--- src/sv/gbdt_pkg.sv ---
// ----------------------------------------------------------------------------
// gbdt_pkg
// Shared types and codes for the graph traversal block.
// ----------------------------------------------------------------------------
package gbdt_pkg;

    localparam int MAX_CITIES = 16;
    localparam int MAX_DEGREE = 16;

    localparam logic [1:0] OP_ADD = 2'd0;
    localparam logic [1:0] OP_DFS = 2'd1;
    localparam logic [1:0] OP_BFS = 2'd2;

    localparam logic [1:0] ST_OK    = 2'd0;
    localparam logic [1:0] ST_RANGE = 2'd1;
    localparam logic [1:0] ST_FULL  = 2'd2;

    typedef enum logic [3:0] {
        S_IDLE,
        S_ADD_W1,
        S_ADD_W2,
        S_CLEAR,
        S_BFS_POP,
        S_BFS_SCAN,
        S_BFS_NB,
        S_DFS_ROOT,
        S_DFS_TOP,
        S_DFS_NB,
        S_EMIT
    } state_t;

endpackage

--- src/sv/gbdt_ram.sv ---
// ----------------------------------------------------------------------------
// gbdt_ram
// Generic single-port-write, single-port-read RAM with registered read data.
// ----------------------------------------------------------------------------
module gbdt_ram #(
    parameter int WIDTH = 4,
    parameter int DEPTH = 256
) (
    input  logic                     clk,
    input  logic                     we,
    input  logic [$clog2(DEPTH)-1:0] waddr,
    input  logic [WIDTH-1:0]         wdata,
    input  logic [$clog2(DEPTH)-1:0] raddr,
    output logic [WIDTH-1:0]         rdata
);

    logic [WIDTH-1:0] mem [DEPTH];

    always_ff @(posedge clk)
    begin
        if (we)
        begin
            mem[waddr] <= wdata;
        end
        rdata <= mem[raddr];
    end

endmodule

--- src/sv/graph_bfs_dfs_traversal.sv ---
// ----------------------------------------------------------------------------
// graph_bfs_dfs_traversal
// Undirected graph store with ordered adjacency lists and BFS/DFS walks.
// ----------------------------------------------------------------------------
// An add-route result is registered after the second adjacency write, or straight
// from the range or full check on an error. Walk steps wait on the registered memory reads.
// One request is processed at a time; the next is taken once all results left,
// and a stalled result holds the walk. Reset: rst_n asynchronously clears control
// state, degrees and visited marks, sets num_cities to 16; adjacency is not cleared.
module graph_bfs_dfs_traversal (
    input  logic        clk,
    input  logic        rst_n,
    input  logic        cfg_valid,
    output logic        cfg_ready,
    input  logic [4:0]  cfg_data,
    input  logic        s_axis_tvalid,
    output logic        s_axis_tready,
    input  logic [15:0] s_axis_tdata,  // opcode[1:0], city_a[5:2], city_b[9:6]
    output logic        m_axis_tvalid,
    input  logic        m_axis_tready,
    output logic [7:0]  m_axis_tdata,  // city[3:0], status[5:4]
    output logic        m_axis_tlast
);

    localparam int MAX_CITIES = gbdt_pkg::MAX_CITIES;
    localparam int MAX_DEGREE = gbdt_pkg::MAX_DEGREE;
    localparam int CW = $clog2(MAX_CITIES);
    localparam int DW = $clog2(MAX_DEGREE);
    localparam int GW = $clog2(MAX_DEGREE + 1);
    localparam int NW = CW + DW;
    localparam int TW = CW + 1;
    localparam int LIM = (MAX_CITIES < 16) ? MAX_CITIES : 16;

    gbdt_pkg::state_t state_reg, state_next, ret_reg, ret_next;

    logic [4:0]  ncfg_reg;
    logic [4:0]  n_eff;
    logic [GW-1:0] deg_reg [MAX_CITIES];
    logic [MAX_CITIES-1:0] vis_reg, vis_next;

    // Work list (queue/stack) and per-level next index live in small
    // registered-read memories.
    logic          wl_we;
    logic [CW-1:0] wl_waddr, wl_raddr;
    logic [3:0]    wl_wdata, wl_rdata;
    logic          sn_we;
    logic [CW-1:0] sn_waddr, sn_raddr;
    logic [DW:0]   sn_wdata, sn_rdata;
    logic          nt_we;
    logic [NW-1:0] nt_waddr, nt_raddr;
    logic [3:0]    nt_wdata, nt_rdata;

    logic [3:0]  a_reg, a_next, b_reg, b_next;
    logic [TW-1:0] head_reg, head_next, tail_reg, tail_next;
    logic [4:0]  root_reg, root_next;
    logic [3:0]  cur_reg, cur_next;
    logic [DW:0] j_reg, j_next;

    // Output holding register, plus one-entry pending result used so the
    // last flag can be set once the walk knows no more results follow.
    logic        ov_reg, ov_next;
    logic [3:0]  oc_reg, oc_next;
    logic [1:0]  os_reg, os_next;
    logic        ol_reg, ol_next;
    logic        pv_reg, pv_next;
    logic [3:0]  pc_reg, pc_next;

    logic [CW-1:0] a_idx, b_idx, cur_idx;
    logic          deg_we0, deg_we1;

    assign n_eff   = (ncfg_reg > 5'(LIM)) ? 5'(LIM) : ncfg_reg;
    assign a_idx   = a_reg[CW-1:0];
    assign b_idx   = b_reg[CW-1:0];
    assign cur_idx = cur_reg[CW-1:0];

    assign cfg_ready     = (state_reg == gbdt_pkg::S_IDLE) && !ov_reg;
    assign s_axis_tready = (state_reg == gbdt_pkg::S_IDLE) && !ov_reg;
    assign m_axis_tvalid = ov_reg;
    assign m_axis_tdata  = {2'b00, os_reg, oc_reg};
    assign m_axis_tlast  = ol_reg;

    gbdt_ram #(.WIDTH(4), .DEPTH(MAX_CITIES * MAX_DEGREE)) u_nt (
        .clk(clk), .we(nt_we), .waddr(nt_waddr), .wdata(nt_wdata),
        .raddr(nt_raddr), .rdata(nt_rdata));
    gbdt_ram #(.WIDTH(4), .DEPTH(MAX_CITIES)) u_wl (
        .clk(clk), .we(wl_we), .waddr(wl_waddr), .wdata(wl_wdata),
        .raddr(wl_raddr), .rdata(wl_rdata));
    gbdt_ram #(.WIDTH(DW + 1), .DEPTH(MAX_CITIES)) u_sn (
        .clk(clk), .we(sn_we), .waddr(sn_waddr), .wdata(sn_wdata),
        .raddr(sn_raddr), .rdata(sn_rdata));

    always_ff @(posedge clk or negedge rst_n)
    begin
        if (!rst_n)
        begin
            state_reg <= gbdt_pkg::S_IDLE;
            ret_reg   <= gbdt_pkg::S_IDLE;
            ncfg_reg  <= 5'd16;
            vis_reg   <= '0;
            ov_reg    <= 1'b0;
            pv_reg    <= 1'b0;
            head_reg  <= '0;
            tail_reg  <= '0;
            for (int i = 0; i < MAX_CITIES; i++)
            begin
                deg_reg[i] <= '0;
            end
        end
        else
        begin
            state_reg <= state_next;
            ret_reg   <= ret_next;
            vis_reg   <= vis_next;
            ov_reg    <= ov_next;
            pv_reg    <= pv_next;
            head_reg  <= head_next;
            tail_reg  <= tail_next;
            if (cfg_valid && cfg_ready)
            begin
                ncfg_reg <= cfg_data;
            end
            if (deg_we0)
            begin
                deg_reg[a_idx] <= deg_reg[a_idx] + 1'b1;
            end
            if (deg_we1)
            begin
                deg_reg[b_idx] <= deg_reg[b_idx] + 1'b1;
            end
        end
    end

    always_ff @(posedge clk)
    begin
        a_reg    <= a_next;
        b_reg    <= b_next;
        root_reg <= root_next;
        cur_reg  <= cur_next;
        j_reg    <= j_next;
        oc_reg   <= oc_next;
        os_reg   <= os_next;
        ol_reg   <= ol_next;
        pc_reg   <= pc_next;
    end

    always_comb
    begin
        logic [GW-1:0] da, db;
        logic [3:0]    nx;
        logic          take;
        logic          odone;
        state_next = state_reg;
        ret_next   = ret_reg;
        vis_next   = vis_reg;
        a_next     = a_reg;
        b_next     = b_reg;
        head_next  = head_reg;
        tail_next  = tail_reg;
        root_next  = root_reg;
        cur_next   = cur_reg;
        j_next     = j_reg;
        pv_next    = pv_reg;
        pc_next    = pc_reg;
        odone      = ov_reg && m_axis_tready;
        ov_next    = ov_reg && !m_axis_tready;
        oc_next    = oc_reg;
        os_next    = os_reg;
        ol_next    = ol_reg;
        nt_we = 1'b0; nt_waddr = '0; nt_wdata = '0; nt_raddr = '0;
        wl_we = 1'b0; wl_waddr = '0; wl_wdata = '0; wl_raddr = '0;
        sn_we = 1'b0; sn_waddr = '0; sn_wdata = '0; sn_raddr = '0;
        deg_we0 = 1'b0; deg_we1 = 1'b0;
        da = deg_reg[a_idx];
        db = deg_reg[b_idx];
        nx = nt_rdata;
        take = 1'b0;
        unique case (state_reg)
            gbdt_pkg::S_IDLE:
            begin
                if (s_axis_tvalid && s_axis_tready)
                begin
                    a_next  = s_axis_tdata[5:2];
                    b_next  = s_axis_tdata[9:6];
                    root_next = '0;
                    pv_next   = 1'b0;
                    unique case (s_axis_tdata[1:0])
                        gbdt_pkg::OP_ADD: state_next = gbdt_pkg::S_ADD_W1;
                        gbdt_pkg::OP_DFS: state_next = gbdt_pkg::S_DFS_ROOT;
                        gbdt_pkg::OP_BFS: state_next = gbdt_pkg::S_CLEAR;
                        default:          state_next = gbdt_pkg::S_IDLE;
                    endcase
                    if (s_axis_tdata[1:0] != gbdt_pkg::OP_ADD)
                    begin
                        vis_next = '0;
                    end
                end
            end
            gbdt_pkg::S_ADD_W1:
            begin
                ol_next = 1'b1;
                oc_next = '0;
                if ({1'b0, a_reg} >= n_eff || {1'b0, b_reg} >= n_eff)
                begin
                    os_next = gbdt_pkg::ST_RANGE;
                    ov_next = 1'b1;
                    state_next = gbdt_pkg::S_EMIT;
                end
                else if ((a_reg == b_reg && 32'(da) + 2 > MAX_DEGREE) ||
                         (a_reg != b_reg && (32'(da) >= MAX_DEGREE ||
                                             32'(db) >= MAX_DEGREE)))
                begin
                    os_next = gbdt_pkg::ST_FULL;
                    ov_next = 1'b1;
                    state_next = gbdt_pkg::S_EMIT;
                end
                else
                begin
                    nt_we    = 1'b1;
                    nt_waddr = {a_idx, da[DW-1:0]};
                    nt_wdata = b_reg;
                    deg_we0  = 1'b1;
                    state_next = gbdt_pkg::S_ADD_W2;
                end
            end
            gbdt_pkg::S_ADD_W2:
            begin
                nt_we    = 1'b1;
                nt_waddr = {b_idx, db[DW-1:0]};
                nt_wdata = a_reg;
                deg_we1  = 1'b1;
                os_next  = gbdt_pkg::ST_OK;
                oc_next  = '0;
                ol_next  = 1'b1;
                ov_next  = 1'b1;
                state_next = gbdt_pkg::S_EMIT;
            end
            gbdt_pkg::S_CLEAR:
            begin
                if ({1'b0, a_reg} >= n_eff)
                begin
                    oc_next = '0; os_next = gbdt_pkg::ST_RANGE;
                    ol_next = 1'b1; ov_next = 1'b1;
                    state_next = gbdt_pkg::S_EMIT;
                end
                else
                begin
                    wl_we = 1'b1; wl_waddr = '0; wl_wdata = a_reg;
                    vis_next[a_idx] = 1'b1;
                    head_next = '0;
                    tail_next = TW'(1);
                    state_next = gbdt_pkg::S_BFS_POP;
                end
            end
            gbdt_pkg::S_BFS_POP:
            begin
                // Issue work list read at head.
                if (head_reg == tail_reg)
                begin
                    state_next = gbdt_pkg::S_EMIT;
                    ret_next = gbdt_pkg::S_IDLE;
                end
                else
                begin
                    wl_raddr = head_reg[CW-1:0];
                    head_next = head_reg + 1'b1;
                    j_next = '0;
                    state_next = gbdt_pkg::S_BFS_SCAN;
                    ret_next = gbdt_pkg::S_BFS_SCAN;
                end
            end
            gbdt_pkg::S_BFS_SCAN:
            begin
                if (ret_reg == gbdt_pkg::S_BFS_SCAN)
                begin
                    cur_next = wl_rdata;
                    take = 1'b1;
                    pc_next = wl_rdata;
                    ret_next = gbdt_pkg::S_BFS_NB;
                end
                else if (32'(j_reg) >= 32'(deg_reg[cur_idx]) || 32'(j_reg) >= MAX_DEGREE)
                begin
                    state_next = gbdt_pkg::S_BFS_POP;
                end
                else
                begin
                    nt_raddr = {cur_idx, j_reg[DW-1:0]};
                    j_next = j_reg + 1'b1;
                    state_next = gbdt_pkg::S_BFS_NB;
                end
            end
            gbdt_pkg::S_BFS_NB:
            begin
                if ({1'b0, nx} < n_eff && !vis_reg[nx[CW-1:0]] &&
                    32'(tail_reg) < MAX_CITIES)
                begin
                    vis_next[nx[CW-1:0]] = 1'b1;
                    wl_we = 1'b1; wl_waddr = tail_reg[CW-1:0]; wl_wdata = nx;
                    tail_next = tail_reg + 1'b1;
                end
                state_next = gbdt_pkg::S_BFS_SCAN;
            end
            gbdt_pkg::S_DFS_ROOT:
            begin
                if (root_reg >= n_eff)
                begin
                    state_next = gbdt_pkg::S_EMIT;
                    ret_next = gbdt_pkg::S_IDLE;
                end
                else if (vis_reg[root_reg[CW-1:0]])
                begin
                    root_next = root_reg + 1'b1;
                end
                else
                begin
                    vis_next[root_reg[CW-1:0]] = 1'b1;
                    take = 1'b1;
                    pc_next = root_reg[3:0];
                    wl_we = 1'b1; wl_waddr = '0; wl_wdata = root_reg[3:0];
                    sn_we = 1'b1; sn_waddr = '0; sn_wdata = '0;
                    tail_next = TW'(1);
                    root_next = root_reg + 1'b1;
                    state_next = gbdt_pkg::S_DFS_TOP;
                    ret_next = gbdt_pkg::S_DFS_ROOT;
                end
            end
            gbdt_pkg::S_DFS_TOP:
            begin
                // Read top of stack; ret_reg tracks read vs. evaluate.
                if (tail_reg == '0)
                begin
                    state_next = gbdt_pkg::S_DFS_ROOT;
                end
                else if (ret_reg != gbdt_pkg::S_DFS_TOP)
                begin
                    wl_raddr = CW'(tail_reg - 1'b1);
                    sn_raddr = CW'(tail_reg - 1'b1);
                    ret_next = gbdt_pkg::S_DFS_TOP;
                end
                else
                begin
                    ret_next = gbdt_pkg::S_DFS_ROOT;
                    cur_next = wl_rdata;
                    if (32'(sn_rdata) >= 32'(deg_reg[wl_rdata[CW-1:0]]) ||
                        32'(sn_rdata) >= MAX_DEGREE)
                    begin
                        tail_next = tail_reg - 1'b1;
                    end
                    else
                    begin
                        // Keep the adjacency position so a stalled neighbor can be re-read.
                        j_next = sn_rdata;
                        sn_we = 1'b1; sn_waddr = CW'(tail_reg - 1'b1);
                        sn_wdata = sn_rdata + 1'b1;
                        nt_raddr = {wl_rdata[CW-1:0], sn_rdata[DW-1:0]};
                        state_next = gbdt_pkg::S_DFS_NB;
                    end
                end
            end
            gbdt_pkg::S_DFS_NB:
            begin
                if ({1'b0, nx} < n_eff && !vis_reg[nx[CW-1:0]] &&
                    32'(tail_reg) < MAX_CITIES)
                begin
                    if (ov_reg && !odone)
                    begin
                        // Hold until the output slot is free.
                        state_next = gbdt_pkg::S_DFS_NB;
                    end
                    else
                    begin
                        vis_next[nx[CW-1:0]] = 1'b1;
                        take = 1'b1;
                        pc_next = nx;
                        wl_we = 1'b1; wl_waddr = tail_reg[CW-1:0]; wl_wdata = nx;
                        sn_we = 1'b1; sn_waddr = tail_reg[CW-1:0]; sn_wdata = '0;
                        tail_next = tail_reg + 1'b1;
                        state_next = gbdt_pkg::S_DFS_TOP;
                    end
                end
                else
                begin
                    state_next = gbdt_pkg::S_DFS_TOP;
                end
                if (state_next == gbdt_pkg::S_DFS_NB)
                begin
                    nt_raddr = {cur_idx, j_reg[DW-1:0]};
                end
            end
            gbdt_pkg::S_EMIT:
            begin
                // Flush the pending result with last set, then return to idle.
                if (!ov_reg || odone)
                begin
                    if (pv_reg)
                    begin
                        ov_next = 1'b1; oc_next = pc_reg;
                        os_next = gbdt_pkg::ST_OK; ol_next = 1'b1;
                        pv_next = 1'b0;
                    end
                    state_next = gbdt_pkg::S_IDLE;
                    ret_next = gbdt_pkg::S_IDLE;
                end
            end
            default:
            begin
                state_next = gbdt_pkg::S_IDLE;
            end
        endcase
        // A new visit pushes the previous pending city out as a non-last result.
        if (take)
        begin
            pv_next = 1'b1;
            if (pv_reg)
            begin
                if (ov_reg && !odone)
                begin
                    // Output still busy: stall this step.
                    state_next = state_reg;
                    ret_next   = ret_reg;
                    vis_next   = vis_reg;
                    head_next  = head_reg;
                    tail_next  = tail_reg;
                    root_next  = root_reg;
                    cur_next   = cur_reg;
                    pc_next    = pc_reg;
                    pv_next    = pv_reg;
                    wl_we = 1'b0; sn_we = 1'b0;
                    if (state_reg == gbdt_pkg::S_BFS_SCAN)
                    begin
                        wl_raddr = CW'(head_reg - 1'b1);
                    end
                    if (state_reg == gbdt_pkg::S_DFS_NB)
                    begin
                        nt_raddr = {cur_idx, j_reg[DW-1:0]};
                    end
                end
                else
                begin
                    ov_next = 1'b1; oc_next = pc_reg;
                    os_next = gbdt_pkg::ST_OK; ol_next = 1'b0;
                end
            end
        end
    end

`ifndef NO_ASSERTIONS
    a_no_accept_busy: assert property (@(posedge clk) disable iff (!rst_n)
        s_axis_tready |-> (state_reg == gbdt_pkg::S_IDLE && !ov_reg))
        else $error("request accepted while busy");
    a_tail_bound: assert property (@(posedge clk) disable iff (!rst_n)
        32'(tail_reg) <= MAX_CITIES)
        else $error("work list overflow");
    a_head_le_tail: assert property (@(posedge clk) disable iff (!rst_n)
        (state_reg == gbdt_pkg::S_BFS_POP) |-> (head_reg <= tail_reg))
        else $error("queue head passed tail");
    a_out_hold: assert property (@(posedge clk) disable iff (!rst_n)
        (m_axis_tvalid && !m_axis_tready) |=> $stable(m_axis_tdata))
        else $error("result changed while stalled");
`endif

endmodule

--- config.mk ---
export PLATFORM = sky130hd
export DESIGN_NAME = graph_bfs_dfs_traversal
export DESIGN_NICKNAME = d
export VERILOG_FILES = /design/src/sv/gbdt_pkg.sv /design/src/sv/gbdt_ram.sv /design/src/sv/graph_bfs_dfs_traversal.sv
export SDC_FILE = /design/constraint.sdc
export NUM_CORES = 2
export LEC_CHECK = 0
export ABC_AREA = 1
export BUFFER_PORTS_ARGS = -buffer_cell sky130_fd_sc_hd__clkbuf_2
export CORE_AREA = 2 2 400 402
export DETAILED_ROUTE_END_ITERATION = 10
export DIE_AREA = 0 0 402 404
export PLACE_DENSITY = 0.57
export SYNTH_ARGS = -nofsm -noshare
export SYNTH_HDL_FRONTEND = slang
export SYNTH_HIERARCHICAL = 1
export SYNTH_SLANG_ARGS = --single-unit
--- constraint.sdc ---
create_clock -name clk -period 15.7 [get_ports clk]
set_input_delay 3.14 -clock clk [delete_from_list [all_inputs] [get_ports clk]]
set_output_delay 3.14 -clock clk [all_outputs]
set_load 0.02 [all_outputs]
==> impl_results.md <==
- Crit path capture: u_nt/rdata[3]
- Worst-path clk slew: 0.06 ns
- Setup Buffers After CTS: 0
- Nets: approximately 6500
- Post-Syn Area: 63000 um^2
- Die H: ~400 um
- Clock Power Share: between 30% and 40%
- Synth cell types: 67
- Ys flop type: edfxtp_1
- Antenna diodes: 0
- Placed Cells: ~8300
- Die area: roughly 160000 um^2
- Crit Reg-Reg Endpoint: u_nt/rdata[3]
- Die Wd: 402 um
- Mapped Cells: ~6500
- Final Non-Filler Cells: roughly 8600
- Status: completed
- Synth cell count leaders: 1867 x nand2_1, 1255 x nand3_1, 1194 x edfxtp_1
- Critical Path AT: about 9 ns
- Fraction of registers with async set/reset: a little under a tenth
- Max Cap Viol: 0
- Post-layout minimum cycle time: roughly 8.4 ns
- Data required, critical path: 16.40 ns
- Initial DRT Pass Iterations: 6
- Final number of hold-violating endpoints: 0
- Htree depth: 4
- Max clock buf depth: 3
- Leak Pwr: ~26 nW
- Worst Setup SP: u_wl/rdata[1]
- R2R setup slack: between 7 and 8 ns
- Net Sw Frac: a little over a third
- P per Cell Area: around 150 nW/um^2
- Synthesis warning total: 6
- CTS buffer count: roughly 140
- Initial core utilization: 39.9%
- Layout cells sized above 1: under 10%
- Clock Tree Root: clkbuf_16
- Slew HR: around 4.8%
- Hold Path Class: reg -> reg
- Net switching power: 0.00374 W
- CTS Hold Bufs: 0
- Detail Route Antenna Nets: 0
- Worst setup SP type: flip-flop
- Post-route clock period utilization: between 50 and 60%
- Initial DRC count: 4768
- Seq pwr share: around 43%
- Pin count of the biggest net entering global routing: 250
- Vias in the first global route: ~45000
- Critical Path Slowest Stage Cell: buf_4
- Worst Setup Path Type: reg -> reg
- Reg2reg start: u_wl/rdata[1]
- Largest cells by area after synthesis: edfxtp_1 57%, nand2_1 11%, nand3_1 10%
- Most frequent CP cell: nand3_1
- Final slew viol count: 0
- Sequential area share after synthesis: around 62%
- Vias: roughly 47000
- Clock Latency Late Sink: about 0.8 ns
- WL final: approximately 180 mm
- Gr ovfl total: 0
- Core area: around 160000 um^2
- Top-area cell type share of the netlist area: around 57%
- Total track usage: between 20% and 30%
- Maximum clock rate: 119 MHz
- IO buf count: 29
- Pint: 0.00691 W
- Vias per inst: between 5 and 6
- Combinational share of power: 25.2%
- Clock sinks: approximately 1300
- CTS tree: done
- CP endpoint kind: flip-flop
- Area Growth Syn to Fin: 9.44%
- WL per Instance: roughly 21 um
- Area leader, netlist: edfxtp_1
- Post-route DRC: 0
- Initial antenna violation count: 3
- Max FFs per register: 1024
- Count leader, synth: nand2_1
- R2R cell count: 31
- EDFF count, synth: roughly 1200
- Post-DP HPWL: about 110 mm
- Final setup vio count: 0
- Core Rows: roughly 150
- Hold_ws: 0.470 ns
- Slew @ Worst Pin: ~1.4 ns
- CP peak stage delay: between 0.8 and 0.9 ns
- Max IR drop VDD: approximately 0.12 mV
- CTS resizes: 0
- Final clock skew: roughly 0.036 ns
- Critical Path Fanout Max: between 200 and 250
- GPL Wtd Cong: 0.957
- First-pass GRT wire length: ~270 mm
- Top-Level Pins: 38
- RSZ-0062 raised after global routing: no
- Number of synthesized register bits: approximately 1300
- Setup tns final: 0 ns
- Syn avg cell area: 9.66 um^2
[cell type report]
type | count | area [um^2]
clock buffer | 192 | 3900
fill | 15200 | 88900
tap | 2072 | 2590
multi-input combinational | 4383 | 20000
inverter | 439 | 1690
sequential | 1335 | 39300
timing repair buffer | 104 | 748
clock inverter | 66 | 748
[kinds of logic (layout without fill, tap and decap cells)]
| group | count (synthesis) | after routing | share of synthesized area [%] |
|---|---|---|---|
| flip-flops | 1335 | 1335 | 62.3 |
| AND/OR/NAND/NOR | 3847 | 3847 | 26.1 |
| AO/OA/AOI/OAI | 468 | 468 | 4.14 |
| XOR/XNOR | 18 | 18 | 0.274 |
| multiplexers | 3 | 3 | 0.0536 |
| other | 1 | 2 | 0.00595 |
| adder cells (fa/ha/maj) | 45 | 45 | 0.893 |
| buffers and inverters | 804 | 801 | 6.22 |
[power by group through the flow]
stage | combinational [W] | sequential, W | clock, W
floorplan | 0.00171 | 0.00469 | 0
global placement | 0.00262 | 0.00466 | 0
detailed placement | 0.00265 | 0.00466 | 0
CTS | 0.00265 | 0.00459 | 0.00344
global route | 0.00294 | 0.00462 | 0.00357
finish | 0.00268 | 0.00460 | 0.00337
[stage by stage]
step / area [um^2] / setup slack (ns) / total power (W) / util (%)
floorplan: 63000 / 4.48 / 0.00640 / -
global placement: 64300 / 6.82 / 0.00728 / 40.8
detailed placement: 64300 / 6.81 / 0.00731 / 40.8
CTS: 69000 / 7.41 / 0.0107 / 43.7
global route: 69000 / 6.72 / 0.0111 / 43.7
finish: 69000 / 7.31 / 0.0106 / 43.7
[worst min-delay path by stage]
stage | from | endpoint | depth (start not counted)
floorplan | u_wl/rdata[1] | cur_idx[1] | 0
global placement | vis_reg[10] | vis_reg[10] | 2
detailed placement | vis_reg[6] | vis_reg[6] | 2
CTS | vis_reg[4] | vis_reg[4] | 2
global route | vis_reg[4] | vis_reg[4] | 2
finish | vis_reg[4] | vis_reg[4] | 2
[critical path: cells and delay by family, from the launching register on]
family | cells | cell delay, ns
compound gates | 6 | 0.96
fa+ha+maj | 1 | 0.30
buf+inv | 7 | 3.93
flops | 1 | 0.31
simple gates | 17 | 2.67
[cell usage in the layout (no fill, tap or decap), types with 40 or more instances in the layout]
cell type,count
o22ai_1,65
clkbuf_1,40
nand2_1,1863
inv_1,374
edfxtp_1,1194
clkbuf_16,147
inv_2,53
buf_4,73
nand3_1,1255
o21ai_0,185
a21oi_1,133
ha_1,45
dfrtp_1,120
nor2_1,635
[per-layer routing]
layer	vias up	global-route usage (%)	part of all wire, %
met3	315	3.48	7.2
met5	-	0	0
li1	22000	-	-
met4	0	7.98	3.4
met1	22500	30.6	44
met2	1773	35.0	46
No activity file was read; power rests on OpenSTA's default activity.
